### src/hw/rtl/lfs_pkg.sv
// Shared types, codes and constants for the line-follow steering block.
`default_nettype none

package lfs_pkg;

    // Field and register widths
    localparam int FUNC_W     = 2;
    localparam int BITS_W     = 8;
    localparam int DUTY_W     = 11;
    localparam int ERR_W      = 7;
    localparam int HEAD_W     = 2;
    localparam int CFG_IDX_W  = 3;
    localparam int CFG_DATA_W = 10;
    localparam int CNT_W      = 4;
    localparam int DIV_CNT_W  = 3;
    localparam int PROD_W     = 14;

    // Request function codes
    localparam logic [FUNC_W-1:0] FUNC_TICK  = 2'd0;
    localparam logic [FUNC_W-1:0] FUNC_START = 2'd1;
    localparam logic [FUNC_W-1:0] FUNC_STOP  = 2'd2;

    // Heading codes
    localparam logic [HEAD_W-1:0] DIR_STOP  = 2'd0;
    localparam logic [HEAD_W-1:0] DIR_FWD   = 2'd1;
    localparam logic [HEAD_W-1:0] DIR_LEFT  = 2'd2;
    localparam logic [HEAD_W-1:0] DIR_RIGHT = 2'd3;

    // Configuration register indexes
    localparam logic [CFG_IDX_W-1:0] CFG_BASE_DUTY   = 3'd0;
    localparam logic [CFG_IDX_W-1:0] CFG_RAMP_STEP   = 3'd1;
    localparam logic [CFG_IDX_W-1:0] CFG_STEER_GAIN  = 3'd2;
    localparam logic [CFG_IDX_W-1:0] CFG_STEER_LIMIT = 3'd3;
    localparam logic [CFG_IDX_W-1:0] CFG_SEARCH_DUTY = 3'd4;
    localparam logic [CFG_IDX_W-1:0] CFG_DUTY_LIMIT  = 3'd5;

    // Configuration reset values
    localparam logic [9:0] BASE_DUTY_RST   = 10'd260;
    localparam logic [7:0] RAMP_STEP_RST   = 8'd10;
    localparam logic [5:0] STEER_GAIN_RST  = 6'd12;
    localparam logic [9:0] STEER_LIMIT_RST = 10'd500;
    localparam logic [9:0] SEARCH_DUTY_RST = 10'd180;
    localparam logic [9:0] DUTY_LIMIT_RST  = 10'd1000;

    // Error band for heading
    localparam logic signed [ERR_W-1:0] DIR_BAND_LO = -7'sd8;
    localparam logic signed [ERR_W-1:0] DIR_BAND_HI = 7'sd8;

    // Sensor weights, bit 0 is the leftmost sensor
    localparam logic signed [ERR_W-1:0] SENSOR_WEIGHT [BITS_W] = '{
        -7'sd35, -7'sd25, -7'sd15, -7'sd5, 7'sd5, 7'sd15, 7'sd25, 7'sd35
    };

    typedef struct packed {
        logic load;
        logic div_step;
        logic mul;
        logic cor;
        logic tgt;
        logic commit;
    } lfs_cmd_t;

    typedef struct packed {
        logic need_avg;
        logic is_tick;
        logic div_last;
        logic out_free;
    } lfs_status_t;

endpackage

`default_nettype wire

### src/hw/rtl/lfs_ctrl.sv
// Sequencer for the line-follow steering block.
`default_nettype none

module lfs_ctrl (
    input  logic                 clk,
    input  logic                 rst_n,
    input  logic                 in_valid,
    output logic                 in_ready,
    input  lfs_pkg::lfs_status_t st,
    output lfs_pkg::lfs_cmd_t    cmd
);
    import lfs_pkg::*;

    typedef enum logic [5:0] {
        S_IDLE = 6'b000001,
        S_DIV  = 6'b000010,
        S_MUL  = 6'b000100,
        S_COR  = 6'b001000,
        S_TGT  = 6'b010000,
        S_DONE = 6'b100000
    } state_t;

    state_t state_reg;
    state_t state_next;

    always_ff @(posedge clk or negedge rst_n)
    begin
        if (!rst_n)
        begin
            state_reg <= S_IDLE;
        end
        else
        begin
            state_reg <= state_next;
        end
    end

    always_comb
    begin
        state_next = state_reg;
        cmd        = '0;
        in_ready   = 1'b0;
        case (state_reg)
            S_IDLE:
            begin
                in_ready = 1'b1;
                if (in_valid)
                begin
                    cmd.load   = 1'b1;
                    state_next = S_DIV;
                end
            end
            S_DIV:
            begin
                if (!st.need_avg)
                begin
                    state_next = S_DONE;
                end
                else
                begin
                    cmd.div_step = 1'b1;
                    if (st.div_last)
                    begin
                        state_next = st.is_tick ? S_MUL : S_DONE;
                    end
                end
            end
            S_MUL:
            begin
                cmd.mul    = 1'b1;
                state_next = S_COR;
            end
            S_COR:
            begin
                cmd.cor    = 1'b1;
                state_next = S_TGT;
            end
            S_TGT:
            begin
                cmd.tgt    = 1'b1;
                state_next = S_DONE;
            end
            S_DONE:
            begin
                // hold until the result register is free
                if (st.out_free)
                begin
                    cmd.commit = 1'b1;
                    state_next = S_IDLE;
                end
            end
            default:
            begin
                state_next = S_IDLE;
            end
        endcase
    end

endmodule

`default_nettype wire

### src/hw/rtl/lfs_dp.sv
// Datapath for the line-follow steering block: registers, divider, steering math.
`default_nettype none

module lfs_dp (
    input  logic                                clk,
    input  logic                                rst_n,
    input  logic                                cfg_we,
    input  logic [lfs_pkg::CFG_IDX_W-1:0]       cfg_addr,
    input  logic [lfs_pkg::CFG_DATA_W-1:0]      cfg_wdata,
    input  logic [lfs_pkg::FUNC_W-1:0]          func,
    input  logic [lfs_pkg::BITS_W-1:0]          sensor_word,
    input  logic                                out_ready,
    input  lfs_pkg::lfs_cmd_t                   cmd,
    output lfs_pkg::lfs_status_t                st,
    output logic                                out_valid,
    output logic signed [lfs_pkg::DUTY_W-1:0]   left_duty,
    output logic signed [lfs_pkg::DUTY_W-1:0]   right_duty,
    output logic signed [lfs_pkg::ERR_W-1:0]    line_error,
    output logic [lfs_pkg::HEAD_W-1:0]          heading,
    output logic                                line_found
);
    import lfs_pkg::*;

    function automatic logic signed [DUTY_W-1:0] clamp_duty(
        input logic signed [DUTY_W:0] v,
        input logic [9:0]             lim
    );
        logic signed [DUTY_W:0] lim_s;
        logic signed [DUTY_W:0] r;
        lim_s = $signed({2'b00, lim});
        if (v < -lim_s)
            r = -lim_s;
        else if (v > lim_s)
            r = lim_s;
        else
            r = v;
        return r[DUTY_W-1:0];
    endfunction

    function automatic logic signed [DUTY_W-1:0] ramp_toward(
        input logic signed [DUTY_W-1:0] cur,
        input logic signed [DUTY_W-1:0] tgt,
        input logic [7:0]               step
    );
        logic signed [DUTY_W+1:0] s;
        logic signed [DUTY_W+1:0] t;
        logic signed [DUTY_W+1:0] d;
        t = (DUTY_W+2)'(tgt);
        d = $signed({5'b00000, step});
        s = (DUTY_W+2)'(cur);
        if (cur < tgt)
        begin
            s = s + d;
            if (s > t)
                s = t;
        end
        else if (cur > tgt)
        begin
            s = s - d;
            if (s < t)
                s = t;
        end
        return s[DUTY_W-1:0];
    endfunction

    function automatic logic [HEAD_W-1:0] dir_of(input logic signed [ERR_W-1:0] e);
        logic [HEAD_W-1:0] d;
        if (e < DIR_BAND_LO)
            d = DIR_LEFT;
        else if (e > DIR_BAND_HI)
            d = DIR_RIGHT;
        else
            d = DIR_FWD;
        return d;
    endfunction

    // Configuration registers
    logic [9:0] base_duty_reg;
    logic [7:0] ramp_step_reg;
    logic [5:0] steer_gain_reg;
    logic [9:0] steer_limit_reg;
    logic [9:0] search_duty_reg;
    logic [9:0] duty_limit_reg;

    // Follower state
    logic signed [DUTY_W-1:0] left_now_reg;
    logic signed [DUTY_W-1:0] right_now_reg;
    logic signed [ERR_W-1:0]  last_err_reg;
    logic signed [ERR_W-1:0]  cur_err_reg;
    logic                     seen_reg;
    logic                     running_reg;
    logic [HEAD_W-1:0]        dir_reg;
    logic                     out_valid_reg;
    logic                     line_found_reg;

    // Per-request working registers
    logic [FUNC_W-1:0]        func_reg;
    logic                     found_reg;
    logic                     neg_reg;
    logic [CNT_W-1:0]         cnt_reg;
    logic [BITS_W-1:0]        dvd_reg;
    logic [CNT_W-1:0]         rem_reg;
    logic [BITS_W-1:0]        quot_reg;
    logic [DIV_CNT_W-1:0]     div_cnt_reg;
    logic signed [PROD_W-1:0] prod_reg;
    logic signed [DUTY_W-1:0] corr_reg;
    logic signed [DUTY_W-1:0] tl_reg;
    logic signed [DUTY_W-1:0] tr_reg;

    logic signed [8:0]        w_sum;
    logic signed [8:0]        abs_sum;
    logic [CNT_W-1:0]         w_cnt;
    logic [CNT_W:0]           trial;
    logic                     trial_ge;
    logic [ERR_W-1:0]         q_mag;
    logic signed [ERR_W-1:0]  err_val;
    logic signed [PROD_W-1:0] slim;
    logic signed [PROD_W-1:0] corr_w;
    logic signed [DUTY_W:0]   sum_l;
    logic signed [DUTY_W:0]   sum_r;
    logic signed [DUTY_W-1:0] search_s;
    logic signed [DUTY_W-1:0] half_s;
    logic signed [DUTY_W-1:0] tl_next;
    logic signed [DUTY_W-1:0] tr_next;
    logic                     is_tick;
    logic                     is_start;
    logic                     is_stop;

    assign is_tick  = (func_reg == FUNC_TICK);
    assign is_start = (func_reg == FUNC_START);
    assign is_stop  = (func_reg == FUNC_STOP);

    assign st.need_avg = (is_tick && running_reg) || (is_start && !running_reg);
    assign st.is_tick  = is_tick;
    assign st.div_last = (div_cnt_reg == {DIV_CNT_W{1'b1}});
    assign st.out_free = !out_valid_reg || out_ready;

    // Weighted sum and count of active sensors
    always_comb
    begin
        w_sum = '0;
        w_cnt = '0;
        for (int i = 0; i < BITS_W; i++)
        begin
            if (sensor_word[i])
            begin
                w_sum = w_sum + 9'(SENSOR_WEIGHT[i]);
                w_cnt = w_cnt + 4'd1;
            end
        end
        abs_sum = w_sum[8] ? -w_sum : w_sum;
    end

    // Restoring divide step on the magnitude
    assign trial    = {rem_reg, dvd_reg[BITS_W-1]};
    assign trial_ge = (trial >= {1'b0, cnt_reg});

    // Truncate toward zero: divide the magnitude, then restore the sign
    assign q_mag   = {1'b0, quot_reg[5:0]};
    assign err_val = neg_reg ? $signed(7'd0 - q_mag) : $signed(q_mag);

    assign slim = $signed({4'b0000, steer_limit_reg});

    always_comb
    begin
        if (prod_reg > slim)
            corr_w = slim;
        else if (prod_reg < -slim)
            corr_w = -slim;
        else
            corr_w = prod_reg;
    end

    assign sum_l    = $signed({2'b00, base_duty_reg}) + (DUTY_W+1)'(corr_reg);
    assign sum_r    = $signed({2'b00, base_duty_reg}) - (DUTY_W+1)'(corr_reg);
    assign search_s = $signed({1'b0, search_duty_reg});
    assign half_s   = $signed({2'b00, base_duty_reg[9:1]});

    always_comb
    begin
        if (found_reg)
        begin
            tl_next = clamp_duty(sum_l, duty_limit_reg);
            tr_next = clamp_duty(sum_r, duty_limit_reg);
        end
        else if (seen_reg)
        begin
            // spin toward the side where the line was last seen
            if (last_err_reg < 0)
            begin
                tl_next = -search_s;
                tr_next = search_s;
            end
            else
            begin
                tl_next = search_s;
                tr_next = -search_s;
            end
        end
        else
        begin
            tl_next = half_s;
            tr_next = half_s;
        end
    end

    always_ff @(posedge clk or negedge rst_n)
    begin
        if (!rst_n)
        begin
            base_duty_reg   <= BASE_DUTY_RST;
            ramp_step_reg   <= RAMP_STEP_RST;
            steer_gain_reg  <= STEER_GAIN_RST;
            steer_limit_reg <= STEER_LIMIT_RST;
            search_duty_reg <= SEARCH_DUTY_RST;
            duty_limit_reg  <= DUTY_LIMIT_RST;
        end
        else if (cfg_we)
        begin
            case (cfg_addr)
                CFG_BASE_DUTY:   base_duty_reg   <= cfg_wdata[9:0];
                CFG_RAMP_STEP:   ramp_step_reg   <= cfg_wdata[7:0];
                CFG_STEER_GAIN:  steer_gain_reg  <= cfg_wdata[5:0];
                CFG_STEER_LIMIT: steer_limit_reg <= cfg_wdata[9:0];
                CFG_SEARCH_DUTY: search_duty_reg <= cfg_wdata[9:0];
                CFG_DUTY_LIMIT:  duty_limit_reg  <= cfg_wdata[9:0];
                default:
                begin
                end
            endcase
        end
    end

    // Working registers, no reset needed
    always_ff @(posedge clk)
    begin
        if (cmd.load)
        begin
            func_reg    <= func;
            found_reg   <= (sensor_word != '0);
            neg_reg     <= w_sum[8];
            cnt_reg     <= w_cnt;
            dvd_reg     <= abs_sum[7:0];
            rem_reg     <= '0;
            quot_reg    <= '0;
            div_cnt_reg <= '0;
        end
        if (cmd.div_step)
        begin
            rem_reg     <= trial_ge ? 4'(trial - {1'b0, cnt_reg}) : trial[CNT_W-1:0];
            quot_reg    <= {quot_reg[BITS_W-2:0], trial_ge};
            dvd_reg     <= {dvd_reg[BITS_W-2:0], 1'b0};
            div_cnt_reg <= div_cnt_reg + 3'd1;
        end
        if (cmd.mul)
        begin
            prod_reg <= PROD_W'(err_val) * $signed({8'b0, steer_gain_reg});
        end
        if (cmd.cor)
        begin
            corr_reg <= corr_w[DUTY_W-1:0];
        end
        if (cmd.tgt)
        begin
            tl_reg <= tl_next;
            tr_reg <= tr_next;
        end
    end

    always_ff @(posedge clk or negedge rst_n)
    begin
        if (!rst_n)
        begin
            left_now_reg   <= '0;
            right_now_reg  <= '0;
            last_err_reg   <= '0;
            cur_err_reg    <= '0;
            seen_reg       <= 1'b0;
            running_reg    <= 1'b0;
            dir_reg        <= DIR_STOP;
            out_valid_reg  <= 1'b0;
            line_found_reg <= 1'b0;
        end
        else
        begin
            if (cmd.commit)
            begin
                out_valid_reg  <= 1'b1;
                line_found_reg <= found_reg;
                if (is_stop)
                begin
                    left_now_reg  <= '0;
                    right_now_reg <= '0;
                    last_err_reg  <= '0;
                    cur_err_reg   <= '0;
                    seen_reg      <= 1'b0;
                    running_reg   <= 1'b0;
                    dir_reg       <= DIR_STOP;
                end
                else if (is_tick && running_reg)
                begin
                    left_now_reg  <= ramp_toward(left_now_reg, tl_reg, ramp_step_reg);
                    right_now_reg <= ramp_toward(right_now_reg, tr_reg, ramp_step_reg);
                    if (found_reg)
                    begin
                        cur_err_reg  <= err_val;
                        last_err_reg <= err_val;
                        seen_reg     <= 1'b1;
                        dir_reg      <= dir_of(err_val);
                    end
                    else
                    begin
                        cur_err_reg <= '0;
                        if (!seen_reg)
                            dir_reg <= DIR_FWD;
                        else if (last_err_reg < 0)
                            dir_reg <= DIR_LEFT;
                        else
                            dir_reg <= DIR_RIGHT;
                    end
                end
                else if (is_start && !running_reg)
                begin
                    left_now_reg  <= '0;
                    right_now_reg <= '0;
                    running_reg   <= 1'b1;
                    if (found_reg)
                    begin
                        cur_err_reg  <= err_val;
                        last_err_reg <= err_val;
                        seen_reg     <= 1'b1;
                        dir_reg      <= dir_of(err_val);
                    end
                    else
                    begin
                        cur_err_reg  <= '0;
                        last_err_reg <= '0;
                        seen_reg     <= 1'b0;
                        dir_reg      <= DIR_STOP;
                    end
                end
            end
            else if (out_valid_reg && out_ready)
            begin
                out_valid_reg <= 1'b0;
            end
        end
    end

    // State only moves at commit, which waits for a free result slot
    assign out_valid  = out_valid_reg;
    assign left_duty  = left_now_reg;
    assign right_duty = right_now_reg;
    assign line_error = cur_err_reg;
    assign heading    = dir_reg;
    assign line_found = line_found_reg;

endmodule

`default_nettype wire

### src/hw/rtl/line_follow_steering.sv
// Line-follow steering block: sequencer and datapath with a single result register.
// A control tick while armed runs the 8-step divider for the sensor average, then the
// multiply, correction and target states before commit; a start runs only the divider,
// a stop or an ignored request goes straight to commit. Commit waits for a free result
// register, and one request is in work at a time. Reset clears the follower state and
// loads the default configuration; the block takes requests right after reset.
`default_nettype none

module line_follow_steering (
    input  logic                                clk,
    input  logic                                rst_n,
    input  logic                                cfg_we,
    input  logic [lfs_pkg::CFG_IDX_W-1:0]       cfg_addr,
    input  logic [lfs_pkg::CFG_DATA_W-1:0]      cfg_wdata,
    input  logic                                in_valid,
    output logic                                in_ready,
    input  logic [lfs_pkg::FUNC_W-1:0]          func,
    input  logic [lfs_pkg::BITS_W-1:0]          sensor_word,
    output logic                                out_valid,
    input  logic                                out_ready,
    output logic signed [lfs_pkg::DUTY_W-1:0]   left_duty,
    output logic signed [lfs_pkg::DUTY_W-1:0]   right_duty,
    output logic signed [lfs_pkg::ERR_W-1:0]    line_error,
    output logic [lfs_pkg::HEAD_W-1:0]          heading,
    output logic                                line_found
);
    import lfs_pkg::*;

    lfs_cmd_t    cmd;
    lfs_status_t st;

    lfs_ctrl u_ctrl (
        .clk      (clk),
        .rst_n    (rst_n),
        .in_valid (in_valid),
        .in_ready (in_ready),
        .st       (st),
        .cmd      (cmd)
    );

    lfs_dp u_dp (
        .clk         (clk),
        .rst_n       (rst_n),
        .cfg_we      (cfg_we),
        .cfg_addr    (cfg_addr),
        .cfg_wdata   (cfg_wdata),
        .func        (func),
        .sensor_word (sensor_word),
        .out_ready   (out_ready),
        .cmd         (cmd),
        .st          (st),
        .out_valid   (out_valid),
        .left_duty   (left_duty),
        .right_duty  (right_duty),
        .line_error  (line_error),
        .heading     (heading),
        .line_found  (line_found)
    );

    // A request is never taken back to back
    a_busy_after_accept: assert property (@(posedge clk) disable iff (!rst_n)
        (in_valid && in_ready) |=> !in_ready)
        else $error("request accepted while previous one still in work");

    // Commit always presents a result
    a_commit_valid: assert property (@(posedge clk) disable iff (!rst_n)
        cmd.commit |=> out_valid)
        else $error("commit did not raise out_valid");

    // Line error stays within the sensor weight span
    a_err_range: assert property (@(posedge clk) disable iff (!rst_n)
        (line_error >= -7'sd35) && (line_error <= 7'sd35))
        else $error("line error out of range");

    // Stopped heading means both wheels at rest
    a_stop_rest: assert property (@(posedge clk) disable iff (!rst_n)
        (heading == DIR_STOP) |-> ((left_duty == '0) && (right_duty == '0)))
        else $error("wheels moving while stopped");

endmodule

`default_nettype wire
### config.mk
export PLATFORM = sky130hd
export DESIGN_NAME = line_follow_steering
export DESIGN_NICKNAME = d
export VERILOG_FILES = /design/src/hw/rtl/lfs_pkg.sv /design/src/hw/rtl/lfs_ctrl.sv /design/src/hw/rtl/lfs_dp.sv /design/src/hw/rtl/line_follow_steering.sv
export SDC_FILE = /design/constraint.sdc
export NUM_CORES = 1
export LEC_CHECK = 0
export ABC_CLOCK_PERIOD_IN_PS = 14700
export BUFFER_PORTS_ARGS = -buffer_cell sky130_fd_sc_hd__buf_2
export CELL_PAD_IN_SITES_DETAIL_PLACEMENT = 0
export CELL_PAD_IN_SITES_GLOBAL_PLACEMENT = 1
export CORE_MARGIN = 5
export CORE_UTILIZATION = 55
export CTS_BUF_LIST = sky130_fd_sc_hd__clkbuf_8
export CTS_CLUSTER_DIAMETER = 50
export DETAILED_ROUTE_END_ITERATION = 10
export GPL_ROUTABILITY_DRIVEN = 1
export PLACE_DENSITY = 0.88
export SKIP_CTS_REPAIR_TIMING = 1
export SLEW_MARGIN = 20
export SYNTH_ARGS = -nofsm -noshare
export SYNTH_HDL_FRONTEND = slang
export SYNTH_HIERARCHICAL = 1
export SYNTH_SLANG_ARGS = --single-unit
### constraint.sdc
create_clock -name clk -period 14.7 [get_ports clk]
set_clock_uncertainty 0.2 [all_clocks]
set_input_delay 1.47 -clock clk [delete_from_list [all_inputs] [get_ports clk]]
set_output_delay 1.47 -clock clk [all_outputs]
set_load 0.01 [all_outputs]
==> Word-level counts from Yosys, hierarchy flattened <==
Index checks and enable logic that the tools add are counted.
{ "classes": {"mux": 94, "n_eq_ne": 21, "n_reduce_logical": 26, "multipliers": 1, "magnitude_cmp": 18, "addsub": 27} }
{ "ops": {"columns": ["operator", "n"], "rows": [
  ["$mux W11", 24],
  ["$mux W9", 8],
  ["$mux W7", 8],
  ["$gt A12 B11 Y1", 4],
  ["$mux W6", 7],
  ["$mux W4", 10],
  ["$pmux W6 S6", 1],
  ["$add A11 B9 Y12", 2],
  ["$add A4 B1 Y4 const B", 6],
  ["$lt A12 B11 Y1", 2],
  ["$lt A12 B12 Y1", 2],
  ["$mux W8", 3],
  ["$sub A11 B9 Y12", 2],
  ["$gt A11 B11 Y1", 2],
  ["$lt A11 B11 Y1", 2],
  ["$mux W1", 22],
  ["$add A9 B4 Y9 const B", 2],
  ["$add A9 B5 Y9 const B", 2],
  ["$add A9 B6 Y9 const B", 2],
  ["$mux W2", 8],
  ["$reduce_and A3 Y1", 5],
  ["$gt A14 B11 Y1", 1],
  ["$lt A14 B14 Y1", 1],
  ["$mul A7 B7 Y14", 1],
  ["other kinds (42)", 60]
]} }
{ "totals": {"reg_bits": 178, "word_cells": 217, "inputBits": 28} }

==> Logic depth before layout (Yosys ltp) <==
Gate-level depths: netlist (run 1).
{ "logic_depth": {"ltp_word": 19, "mapped_depth": 26, "ltp_nobuf": 26} }

==> Modules after synthesis <==
The synthesis (run 1) kept the hierarchy.
{ "modules_own_cells": {"columns": ["mod", "seq_area_each_um2", "n_inst", "cells_each", "area_each_um2"], "rows": [
  ["lfs_dp", 4551.9, 1, 1865, 17036.3],
  ["lfs_ctrl", 151.4, 1, 51, 442.9]
]} }

==> Worst setup path after synthesis (run 1) <==
OpenSTA, ideal clock, no wires.
{ "synth_path": {"path_kind": "input -> register", "start": "input sensor_word[1] (netlist bit)", "end": "register u_dp.dvd_reg[6] (data pin)", "setup_time_ns": 0.265, "t_arrival_ns": 5.687, "setup_slack_ns": 8.548, "path_stages": 19, "required_time_ns": 14.235, "path_cell_list": "inv_1 -> fa_1 -> clkbuf_1 -> xnor2_1 -> xor2_1 -> inv_1 -> ha_1 -> mux2i_1 -> ha_1 -> nand2_1 -> or3b_4 -> a211oi_2 -> xor2_1 -> nor4_1 -> o21a_1 -> o2111ai_4 -> a31oi_1 -> xor2_1 -> o31ai_1"} }
{ "synth_via": {"elab_chain_len": 17} }
{ "synth_rtl": {"columns": ["item", "line_no", "text"], "rows": [
  ["start, declared", "line_follow_steering.sv:18", "input logic [lfs_pkg::BITS_W-1:0] sensor_word,"],
  ["$mux W9 (*)", "lfs_dp.sv:145", "if (sensor_word[i])"],
  ["$add A9 B5 Y9", "lfs_dp.sv:147", "w_sum = w_sum + 9'(SENSOR_WEIGHT[i]);"],
  ["$mux W9 (*)", "lfs_dp.sv:145", null],
  ["$add A9 B4 Y9", "lfs_dp.sv:147", null],
  ["$mux W9 (*)", "lfs_dp.sv:145", null],
  ["$add A9 B4 Y9", "lfs_dp.sv:147", null],
  ["$mux W9 (*)", "lfs_dp.sv:145", null],
  ["$add A9 B5 Y9", "lfs_dp.sv:147", null],
  ["$mux W9 (*)", "lfs_dp.sv:145", null],
  ["$add A9 B6 Y9", "lfs_dp.sv:147", null],
  ["$mux W9 (*)", "lfs_dp.sv:145", null],
  ["$add A9 B7 Y9", "lfs_dp.sv:147", null],
  ["$mux W9 (*)", "lfs_dp.sv:145", null],
  ["$neg A8 Y8", "lfs_dp.sv:151", "abs_sum = w_sum[8] ? -w_sum : w_sum;"],
  ["$mux W8 (*)", "lfs_dp.sv:151", null],
  ["$mux W8 (*)", "lfs_dp.sv:237", "if (cmd.load)"],
  ["$mux W8 (*)", "lfs_dp.sv:248", "if (cmd.div_step)"],
  ["end signal, assigned", "lfs_dp.sv:243", "dvd_reg <= abs_sum[7:0];"],
  ["end signal, assigned", "lfs_dp.sv:252", "dvd_reg <= {dvd_reg[BITS_W-2:0], 1'b0};"],
  ["end, declared", "lfs_dp.sv:101", "logic [BITS_W-1:0] dvd_reg;"]
]} }
Mark *: on every way between the ends. The rest lies on a longest branch, timed or not. The select of a mux whose other input is x is not followed.
A chain may end at the register's enable or synchronous reset.

==> Worst setup path in the final report (run 1) <==
{ "layout_path": {"start": "input sensor_word[2] (netlist bit)", "end": "register u_dp.dvd_reg[6] (data pin)"} }
{ "layout_via": {"elab_chain_len": 15} }
{ "layout_rtl": {"columns": ["item", "line_no"], "rows": [
  ["$mux W9 (*)", "lfs_dp.sv:145"],
  ["$add A9 B4 Y9", "lfs_dp.sv:147"],
  ["$mux W9 (*)", "lfs_dp.sv:145"],
  ["$add A9 B4 Y9", "lfs_dp.sv:147"],
  ["$mux W9 (*)", "lfs_dp.sv:145"],
  ["$add A9 B5 Y9", "lfs_dp.sv:147"],
  ["$mux W9 (*)", "lfs_dp.sv:145"],
  ["$add A9 B6 Y9", "lfs_dp.sv:147"],
  ["$mux W9 (*)", "lfs_dp.sv:145"],
  ["$add A9 B7 Y9", "lfs_dp.sv:147"],
  ["$mux W9 (*)", "lfs_dp.sv:145"],
  ["$neg A8 Y8", "lfs_dp.sv:151"],
  ["$mux W8 (*)", "lfs_dp.sv:151"],
  ["$mux W8 (*)", "lfs_dp.sv:237"],
  ["$mux W8 (*)", "lfs_dp.sv:248"]
]} }
Marks and branches as above.

==> reports/results.tsv, run 1 <==
stage	metric	value	unit
synth	syn_inst	1916	
power_and_ir_drop	swShare	0.464	
cts	cts.clk_slew.worst_paths	0.09	ns
timing	tns	0	ns
timing	setup_viol	0	
synth	synthDominantCellAreaShare	0.173	
synth	yosysWarnings	6	
cts	insertion_delay	0.48	ns
global_route	antenna_found_initial	1	
die	dieArea	35400	sq um
synth	synth_top_area_cell	ha_1	
synth	ys_seq_elements	172	
finish	final_cells	2360	
synth	avgSynthCellArea	9.12	sq um
synth	synth-seq-area-share	0.269	
route	drt_iter0_drc	980	
die	num_rows	65	
global_route	grt_pass1_vias	13912	
finish	fin_util	0.590	
critical_path	cp_max_fo	15	
die	io_pins	62	
timing	final.period_utilization	0.437	
synth	synthArstFlopShare	0.558	
global_route	groute.usage.overall	0.246	
placed_design	gp_congestion	0.878	
power_and_ir_drop	p_comb_frac	0.668	
die	die_x	188	um
timing	max-slew-margin-rel	0.249	
placed_design	dp_cells	2328	
power_and_ir_drop	sequentialPowerShare	0.229	
route	wl	43800	um
die	core	31500	sq um
finish	layout-drive-gt1-share	0.105	
hold_path	hold_path_class	flop to flop	
placed_design	io_buffers	61	
flow_run	maxCapViolCount	0	
timing	slew_violations	0	
route	wire_per_inst	18.6	um
critical_path	crit_path_start_kind	input pin	
global_route	grt_start_max_net_pins	55	
die	die_h	188	um
power_and_ir_drop	power.leakage	0.00842	uW
timing	max_freq	0.156	GHz
route	dr_total_vias	14223	
placed_design	dpl.hpwl	34500	um
finish	syn_to_final_growth	6.26	%
finish	nNetsFinal	2253	
synth	synth_ff_type	edfxtp_1	
global_route	gr-total-overflow	0	
timing	hold_viol	0	
die	start_util	0.555	
synth	synth_area_leaders	ha_1 17%, edfxtp_1 13%, dfrtp_1 10%	
critical_path	path_class	input pin to flop	
synth	synth_edf_count	75	
cts	clockBufferDepth	2	
power_and_ir_drop	power_frac_clock	0.103	
critical_path	critPathArrivalTime	6.42	ns
cts	cts_buffers	17	
timing	finalCriticalPeriod	6.42	ns
route	drtAntennaViolNets	0	
finish	antenna_cells	0	
power_and_ir_drop	power.density	199	nW/um^2
critical_path	crit_required	14.70	ns
timing	tightest_slew	1.13	ns
power_and_ir_drop	p_int	1980	uW
route	route.detailed.drc	0	
global_route	grt_first_pass_wirelength	71600	um
synth	synthDistinctLibCells	90	
finish	largest_register_ffs	14	
timing	postLayoutSetupSlackWorst	8.28	ns
synth	netlist_area	17500	sq um
critical_path	end_kind	flop	
power_and_ir_drop	irDropWorstVdd	0.334	mV
cts	cts_tree	done	
placed_design	pre_cts_slack	7.78	ns
cts	clockRootBuffer	clkbuf_8	
power_and_ir_drop	p_switching	1710	uW
route	drtPass1Iterations	8	
cts	cts-htree-levels	4	
timing	rsz0062_at_grt	no	
synth	syn_nets	2224	
cts	cts.sinks	172	
outcome	status	complete, no violations	
route	via_per_inst	6.03	
layout make-up:
class,count,area (sq um)
Multi-Input combinational cell,1493,11800
Timing Repair Buffer,71,383
Sequential cell,172,4700
Fill cell,2776,12900
Clock buffer,17,234
Tap cell,402,503
Clock inverter,15,206
Inverter,190,713
final timing paths:
kind	start	to	cells after the start	slack (ns)
max in group asynchronous	rst_n	u_ctrl/state_reg[1]	2	12.27
worst min-delay path	u_dp/dvd_reg[0]	u_dp/dvd_reg[0]	2	0.31
worst max-delay path	sensor_word[2]	u_dp/dvd_reg[6]	18	8.28
worst min register to register	u_dp/dvd_reg[0]	u_dp/dvd_reg[0]	2	0.31
worst max register to register	u_dp/quot_reg[0]	u_dp/prod_reg[13]	26	8.77
min in group asynchronous	rst_n	u_dp/right_duty[9]	1	0.84
worst max-delay path, cell delays in order:
cell,delay [ns]
buf_2,0.26
fa_1,0.59
xnor2_1,0.50
xor2_1,0.35
inv_1,0.15
ha_1,0.34
mux2i_1,0.11
ha_1,0.24
nand2_1,0.09
or3b_4,0.40
a211oi_2,0.28
xor2_1,0.14
nor4_1,0.55
o21a_1,0.26
o2111ai_4,0.21
a31oi_1,0.23
xor2_1,0.16
o31ai_1,0.07
synthesized netlist by cell type, types with 11 or more instances:
cell        n
or3_1      21
nor3_1     32
o21bai_1   24
a31oi_1    21
dfstp_2    23
a211oi_1   18
o41ai_1    11
o21ai_0    85
nand4_1    20
clkbuf_1   53
a21oi_1    88
nand2_1   129
xor2_1     53
edfxtp_1   75
ha_1      241
o31ai_1    14
fa_1       39
mux2_2     50
nand2b_1   25
and3_1     11
xnor2_1    86
inv_1     187
nor2b_1    39
o21a_1     86
o211ai_1   20
dfrtp_1    73
and2_1     34
nor2_1    126
nor4_1     13
mux2i_1    32
nand3_1    27
a21o_1     17
logic make-up (layout without fill, tap and decap cells):
logic type | count (synthesis) | after routing | share of synthesized area
AOI/OAI and AO/OA | 467 | 467 | 0.182
buffers and inverters | 251 | 293 | 0.0550
adders and majority gates | 280 | 280 | 0.217
and+or+nand+nor | 518 | 518 | 0.149
DFF | 172 | 172 | 0.269
muxes | 84 | 84 | 0.0526
xor gates and xnor gates | 144 | 144 | 0.0759
metal layers:
layer  share of wire  GRT usage  up-vias
met5               0          0        -
met4           0.029     0.0810        0
met3           0.041     0.0228       67
met2            0.48      0.417      357
met1            0.45      0.332     6890
li1                -          -     6909
cells in the final DEF (no fill, tap or decap), types with 11 or more instances in the layout:
| cell | instances |
|---|---|
| nor2_1 | 126 |
| mux2_2 | 50 |
| nand3_1 | 27 |
| mux2i_1 | 31 |
| dfrtp_1 | 73 |
| o31ai_1 | 14 |
| nand4_1 | 20 |
| inv_1 | 188 |
| o21bai_1 | 24 |
| and2_1 | 34 |
| o211ai_1 | 20 |
| a211oi_1 | 18 |
| buf_4 | 11 |
| nor4_1 | 13 |
| nand2_1 | 129 |
| nor2b_1 | 39 |
| edfxtp_1 | 75 |
| fa_1 | 39 |
| xnor2_1 | 86 |
| buf_2 | 60 |
| o41ai_1 | 11 |
| a21o_1 | 17 |
| dfstp_2 | 23 |
| a31oi_1 | 21 |
| and3_1 | 11 |
| o21ai_0 | 85 |
| o21a_1 | 86 |
| a21oi_1 | 88 |
| xor2_1 | 53 |
| ha_1 | 241 |
| clkbuf_8 | 17 |
| nor3_1 | 32 |
| or3_1 | 21 |
| nand2b_1 | 25 |
power groups by stage:
| stage | logic, uW | clock network, uW | registers (uW) |
|---|---|---|---|
| 4_1_cts | 2470 | 391 | 842 |
| 3_5_place_dp | 2450 | 0 | 851 |
| 2_1_floorplan | 1950 | 0 | 798 |
| 5_1_grt | 2800 | 410 | 861 |
| 6_report | 2470 | 382 | 844 |
| 3_3_place_gp | 2380 | 0 | 847 |
through the flow:
step / hold slack (ns) / total power [uW] / area [sq um]
5_1_grt: 0.337 / 4070 / 18600
3_3_place_gp: 0.276 / 3230 / 18100
6_report: 0.306 / 3690 / 18600
3_5_place_dp: 0.289 / 3300 / 18100
4_1_cts: 0.313 / 3700 / 18600
2_1_floorplan: 0.260 / 2750 / 17500
Power figures use the tool's default switching activity.
==> inputs of run 2 (changes only) <==
--- a/config.mk
+++ b/config.mk
@@ -5,17 +5,17 @@
 export SDC_FILE = /design/constraint.sdc
 export NUM_CORES = 1
 export LEC_CHECK = 0
-export ABC_CLOCK_PERIOD_IN_PS = 14700
+export ABC_CLOCK_PERIOD_IN_PS = 6050
 export BUFFER_PORTS_ARGS = -buffer_cell sky130_fd_sc_hd__buf_2
 export CELL_PAD_IN_SITES_DETAIL_PLACEMENT = 0
 export CELL_PAD_IN_SITES_GLOBAL_PLACEMENT = 1
 export CORE_MARGIN = 5
-export CORE_UTILIZATION = 55
+export CORE_UTILIZATION = 51
 export CTS_BUF_LIST = sky130_fd_sc_hd__clkbuf_8
 export CTS_CLUSTER_DIAMETER = 50
 export DETAILED_ROUTE_END_ITERATION = 10
 export GPL_ROUTABILITY_DRIVEN = 1
-export PLACE_DENSITY = 0.88
+export PLACE_DENSITY = 0.82
 export SKIP_CTS_REPAIR_TIMING = 1
 export SLEW_MARGIN = 20
 export SYNTH_ARGS = -nofsm -noshare
==> constraint.sdc (replaced) <==
create_clock -name clk -period 6.05 [get_ports clk]
set_clock_uncertainty 0.2 [all_clocks]
set_input_delay 0.605 -clock clk [delete_from_list [all_inputs] [get_ports clk]]
set_output_delay 0.605 -clock clk [all_outputs]
set_load 0.01 [all_outputs]
==> run 2 against run 1 <==
Effect of this change: global-route usage shrank 1.4 points; via count is 1.0% lower; setup slack worse by 7.8 ns; sequential share of layout area fell by 0.16 points; cell count rose by 2.2%; wire length is 1.3% higher; design area increased by 0.65%.
==> reports/results.tsv, run 2 (synthesized netlist as in run 1, its figures left out) <==
stage	metric	value	unit
outcome	status	complete, no violations	
route	via_per_inst	5.83	
timing	setup_viol	0	
critical_path	crit_path_start_kind	flop	
finish	mostFrequentLayoutCell	ha_1	
cts	cts-htree-levels	4	
die	die_x	195	um
timing	max_freq	0.179	GHz
die	dieArea	38100	sq um
timing	rsz0062_at_grt	no	
power_and_ir_drop	power.leakage	0.00845	uW
timing	slew_violations	0	
finish	syn_to_final_growth	6.94	%
finish	layout_common_cells	241 x ha_1, 187 x inv_1, 129 x nand2_1	
cts	cts.clk_slew.worst_paths	0.10	ns
hold_path	hold_path_class	input pin to flop	
cts	cts_tree	done	
critical_path	end_kind	flop	
finish	fin_util	0.555	
die	core	33700	sq um
route	dr_total_vias	14074	
critical_path	cp_max_fo	6	
power_and_ir_drop	irDropWorstVdd	0.762	mV
global_route	groute.usage.overall	0.232	
timing	finalCriticalPeriod	5.59	ns
timing	hold_viol	0	
cts	cts.sinks	172	
global_route	grt_start_max_net_pins	70	
route	drtPass1Iterations	9	
die	start_util	0.519	
critical_path	critPathArrivalTime	5.62	ns
cts	clockRootBuffer	clkbuf_8	
finish	largest_register_ffs	14	
placed_design	dpl.hpwl	35300	um
critical_path	path_class	flop to flop	
finish	nNetsFinal	2260	
timing	max-slew-margin-rel	0.389	
timing	final.period_utilization	0.923	
placed_design	io_buffers	61	
finish	layout-drive-gt1-share	0.108	
route	route.detailed.drc	0	
global_route	antenna_found_initial	1	
finish	antenna_cells	0	
route	wl	44400	um
die	io_pins	62	
cts	cts_buffers	17	
timing	timing.hold.ws	0.135	ns
die	die_h	195	um
cts	clockBufferDepth	2	
flow_run	maxCapViolCount	0	
die	num_rows	67	
route	drt_iter0_drc	873	
placed_design	gp_congestion	0.886	
critical_path	crit_required	6.08	ns
global_route	grt_pass1_vias	14010	
route	drtAntennaViolNets	0	
cts	insertion_delay	0.48	ns
global_route	grt_first_pass_wirelength	72600	um
power_and_ir_drop	power.density	480	nW/um^2
route	wire_per_inst	18.4	um
timing	tightest_slew	0.917	ns
global_route	gr-total-overflow	0	
timing	tns	0	ns
run 2: cell types whose count changed in the layout (fill, tap and decap cells not counted), sizes merged:
| cell | before | now |
|---|---|---|
| buf | 71 | 77 |
| inv | 196 | 194 |
| dlygate4sd3 | 0 | 1 |
| bufinv | 4 | 3 |
| clkinv | 4 | 6 |
| clkinvlp | 1 | 2 |
run 2: stage by stage:
| stage | power [uW] | setup slack (ns) | cell area [sq um] | std cells |
|---|---|---|---|---|
| floorplan | 6690 | 0.763 | 17500 | 1916 |
| global placement | 7900 | 0.250 | 18200 | 2379 |
| detailed placement | 8060 | 0.106 | 18200 | 2379 |
| CTS | 9000 | 0.261 | 18600 | 2411 |
| global route | 9970 | 0.00925 | 18700 | 2413 |
| finish | 8980 | 0.464 | 18700 | 2413 |
run 2: metal layers:
metal / routed length, um / GRT usage / up-vias
li1: - / - / 6915
met1: 20400 / 0.315 / 6774
met2: 21400 / 0.398 / 329
met3: 1750 / 0.0236 / 56
met4: 864 / 0.0584 / 0
met5: 0 / 0 / -
run 2: power breakdown:
group | internal (uW) | total (uW) | switching (uW)
combinational | 2690 | 6040 | 3350
clock | 416 | 889 | 473
sequential | 1690 | 2050 | 352
run 2: worst paths after layout:
kind                                          from               endpoint  slack [ns]  cells after the start
min in group asynchronous                    rst_n     u_dp/right_duty[9]        0.42                      2
max in group asynchronous                    rst_n  u_dp/base_duty_reg[5]        3.93                      3
worst max register to register    u_dp/quot_reg[2]      u_dp/prod_reg[13]        0.46                     21
worst min register to register  u_dp/line_error[3]     u_dp/line_error[3]        0.30                      2
worst min-delay path                       func[1]       u_dp/func_reg[1]        0.13                      1
worst max-delay path              u_dp/quot_reg[2]      u_dp/prod_reg[13]        0.46                     21
run 2: critical path, cell delays in order, from the launching register on:
cell and delay [ns]:
edfxtp_1 0.51, nor2_1 0.18, nand3_1 0.10, o21ai_0 0.20
xor2_1 0.43, nand2b_1 0.19, fa_1 0.43, fa_1 0.47
fa_1 0.54, inv_1 0.05, fa_1 0.45, ha_1 0.34
a21oi_1 0.22, nor2b_1 0.08, nor2_1 0.09, nor2_1 0.06
o21ai_0 0.14, nand2b_1 0.08, a21oi_1 0.24, o21bai_1 0.09
a21oi_1 0.18, xnor2_1 0.08
run 2: layout make-up:
| class | count | area, sq um |
|---|---|---|
| Timing Repair Buffer | 78 | 438 |
| Clock buffer | 17 | 234 |
| Fill cell | 3067 | 15000 |
| Inverter | 190 | 713 |
| Clock inverter | 15 | 186 |
| Tap cell | 448 | 561 |
| Multi-Input combinational cell | 1493 | 11900 |
| Sequential cell | 172 | 4700 |
==> inputs of run 3 (changes only) <==
--- a/config.mk
+++ b/config.mk
@@ -5,17 +5,18 @@
 export SDC_FILE = /design/constraint.sdc
 export NUM_CORES = 1
 export LEC_CHECK = 0
-export ABC_CLOCK_PERIOD_IN_PS = 6050
+export ABC_CLOCK_PERIOD_IN_PS = 7090
 export BUFFER_PORTS_ARGS = -buffer_cell sky130_fd_sc_hd__buf_2
+export CAP_MARGIN = 20
 export CELL_PAD_IN_SITES_DETAIL_PLACEMENT = 0
 export CELL_PAD_IN_SITES_GLOBAL_PLACEMENT = 1
 export CORE_MARGIN = 5
-export CORE_UTILIZATION = 51
+export CORE_UTILIZATION = 55
 export CTS_BUF_LIST = sky130_fd_sc_hd__clkbuf_8
 export CTS_CLUSTER_DIAMETER = 50
 export DETAILED_ROUTE_END_ITERATION = 10
 export GPL_ROUTABILITY_DRIVEN = 1
-export PLACE_DENSITY = 0.82
+export PLACE_DENSITY = 0.88
 export SKIP_CTS_REPAIR_TIMING = 1
 export SLEW_MARGIN = 20
 export SYNTH_ARGS = -nofsm -noshare
==> constraint.sdc (replaced) <==
create_clock -name clk -period 7.09 [get_ports clk]
set_clock_uncertainty 0.2 [all_clocks]
set_input_delay 0.709 -clock clk [delete_from_list [all_inputs] [get_ports clk]]
set_output_delay 0.709 -clock clk [all_outputs]
set_load 0.01 [all_outputs]
==> run 3 against run 2 <==
Effect of this change: the run now ends with hold timing left; die area fell by 6.9%; design area fell by 0.96%; utilization rose by 3.4 points; combinational power fell by 15%; wire length fell by 1.1%; count of clock-buffer cells in the layout did not move; register-to-register slack improved by 0.75 ns; sequential cell count did not move; setup slack improved by 0.75 ns; clock power fell by 21%; hold slack got worse by 0.14 ns; critical path depth did not move; largest cell class unchanged; largest power group unchanged; highest routed layer unchanged.
==> reports/results.tsv, run 3 (synthesized netlist as in run 1, its figures left out) <==
stage	metric	value	unit
power_and_ir_drop	finalPower	7570	uW
cts	clockBufferDepth	2	
global_route	grt_start_max_net_pins	67	
placed_design	io_buffers	61	
global_route	gr-max-usage-layer	met2	
global_route	grt_first_pass_wirelength	72100	um
hold_path	hold_path_class	input pin to asynchronous set/reset pin	
power_and_ir_drop	power.density	409	nW/um^2
cts	clockRootBuffer	clkbuf_8	
die	dieArea	35400	sq um
timing	finalCriticalPeriod	5.87	ns
finish	final_cells	2360	
cts	insertion_delay	0.48	ns
timing	tns	0	ns
timing	max-slew-margin-rel	0.295	
route	route.detailed.drc	0	
die	num_rows	65	
placed_design	dpl.hpwl	34400	um
timing	tightest_slew	1.06	ns
cts	cts.clk_slew.worst_paths	0.11	ns
timing	setup_viol	0	
die	start_util	0.555	
critical_path	crit_required	7.11	ns
cts	cts_tree	done	
critical_path	cp_max_fo	9	
finish	final_area	18500	sq um
timing	postLayoutSetupSlackWorst	1.22	ns
finish	nNetsFinal	2253	
route	wire_per_inst	18.6	um
global_route	grtUsageMet3	0.0259	
global_route	antenna_found_initial	0	
global_route	gr-total-overflow	0	
global_route	grt_pass1_vias	14180	
finish	layout_common_cells	241 x ha_1, 188 x inv_1, 129 x nand2_1	
route	via_per_inst	6.04	
route	drt_iter0_drc	904	
placed_design	pre_cts_slack	0.926	ns
placed_design	place_area	18100	sq um
timing	rsz0062_at_grt	no	
flow_run	maxCapViolCount	0	
outcome	status	complete, but fails checks	
die	die_h	188	um
finish	syn_to_final_growth	5.91	%
route	drtAntennaViolNets	0	
critical_path	path_class	flop to flop	
timing	final.period_utilization	0.828	
cts	cts_buffers	17	
die	die_x	188	um
die	io_pins	62	
finish	antenna_cells	0	
power_and_ir_drop	irDropWorstVdd	0.691	mV
global_route	groute.usage.overall	0.247	
critical_path	critPathArrivalTime	5.89	ns
critical_path	end_kind	flop	
critical_path	crit_path_start_kind	flop	
route	wl	43900	um
finish	largest_register_ffs	14	
global_route	use_met2	0.417	
finish	layout-drive-gt1-share	0.104	
timing	slew_violations	0	
route	drtPass1Iterations	5	
placed_design	gp_congestion	0.872	
cts	cts-htree-levels	4	
placed_design	dp_cells	2328	
timing	timing.hold.ws	-0.000510	ns
power_and_ir_drop	power.leakage	0.00839	uW
outcome	failed_checks	hold timing	
global_route	use_met1	0.335	
cts	cts.sinks	172	
timing	hold_viol	1	
route	dr_total_vias	14250	
finish	mostFrequentLayoutCell	ha_1	
die	core	31500	sq um
timing	max_freq	0.170	GHz
finish	fillerInstances	2857	
run 3: final timing paths:
| path | startpoint | endpoint | slack, ns | cells past startpoint |
|---|---|---|---|---|
| setup / recovery | u_dp/quot_reg[0] | u_dp/prod_reg[13] | 1.22 | 21 |
| hold / removal | rst_n | u_dp/left_duty[7] | -0.0005 | 1 |
| setup reg to reg | u_dp/quot_reg[0] | u_dp/prod_reg[13] | 1.22 | 21 |
| hold reg to reg | u_dp/dvd_reg[0] | u_dp/dvd_reg[0] | 0.31 | 2 |
| max in group asynchronous | rst_n | u_dp/steer_gain_reg[1] | 5.45 | 2 |
| min in group clk | func[1] | u_dp/func_reg[1] | 0.22 | 1 |
run 3: layer usage:
| layer | up-vias | share of wire |
|---|---|---|
| li1 | 6879 | - |
| met1 | 6904 | 0.45 |
| met2 | 390 | 0.47 |
| met3 | 77 | 0.045 |
| met4 | 0 | 0.030 |
| met5 | - | 0 |
run 3: cell type report:
class | instances | area [sq um] | area share
multi-input combinational | 1493 | 11800 | 0.639
inverter | 190 | 713 | 0.0385
tap | 402 | 503 | 0.0272
timing repair buffer | 71 | 383 | 0.0207
clock buffer | 17 | 234 | 0.0126
sequential | 172 | 4700 | 0.254
clock inverter | 15 | 146 | 0.00791
run 3: report_power, final:
part / leakage [uW] / total, uW / internal [uW] / switching (uW)
Combinational: 0.00631 / 5110 / 2270 / 2840
Sequential: 0.00188 / 1750 / 1450 / 306
Clock: 0.000193 / 705 / 312 / 392
run 3: through the flow:
step | utilization | hold WS [ns]
after floorplan | - | 0.213
after global placement | 0.576 | 0.275
after detailed placement | 0.576 | 0.276
after CTS | 0.588 | -0.0201
after global routing | 0.588 | 0.0108
final | 0.588 | -0.000510
run 3: worst max-delay path, cell delays in order, from the launching register on:
cell and delay, ns:
edfxtp_1 0.52, inv_1 0.17, nand3_1 0.09, o21ai_0 0.21, xor2_1 0.63, nand2b_1 0.21, fa_1 0.44, fa_1 0.48
fa_1 0.55, inv_1 0.05, fa_1 0.45, ha_1 0.34, a21oi_1 0.23, nor2b_1 0.07, nor2_1 0.10, nor2_1 0.05
o21ai_0 0.14, nand2b_1 0.07, a21oi_1 0.24, o21bai_1 0.10, a21oi_1 0.19, xnor2_1 0.08
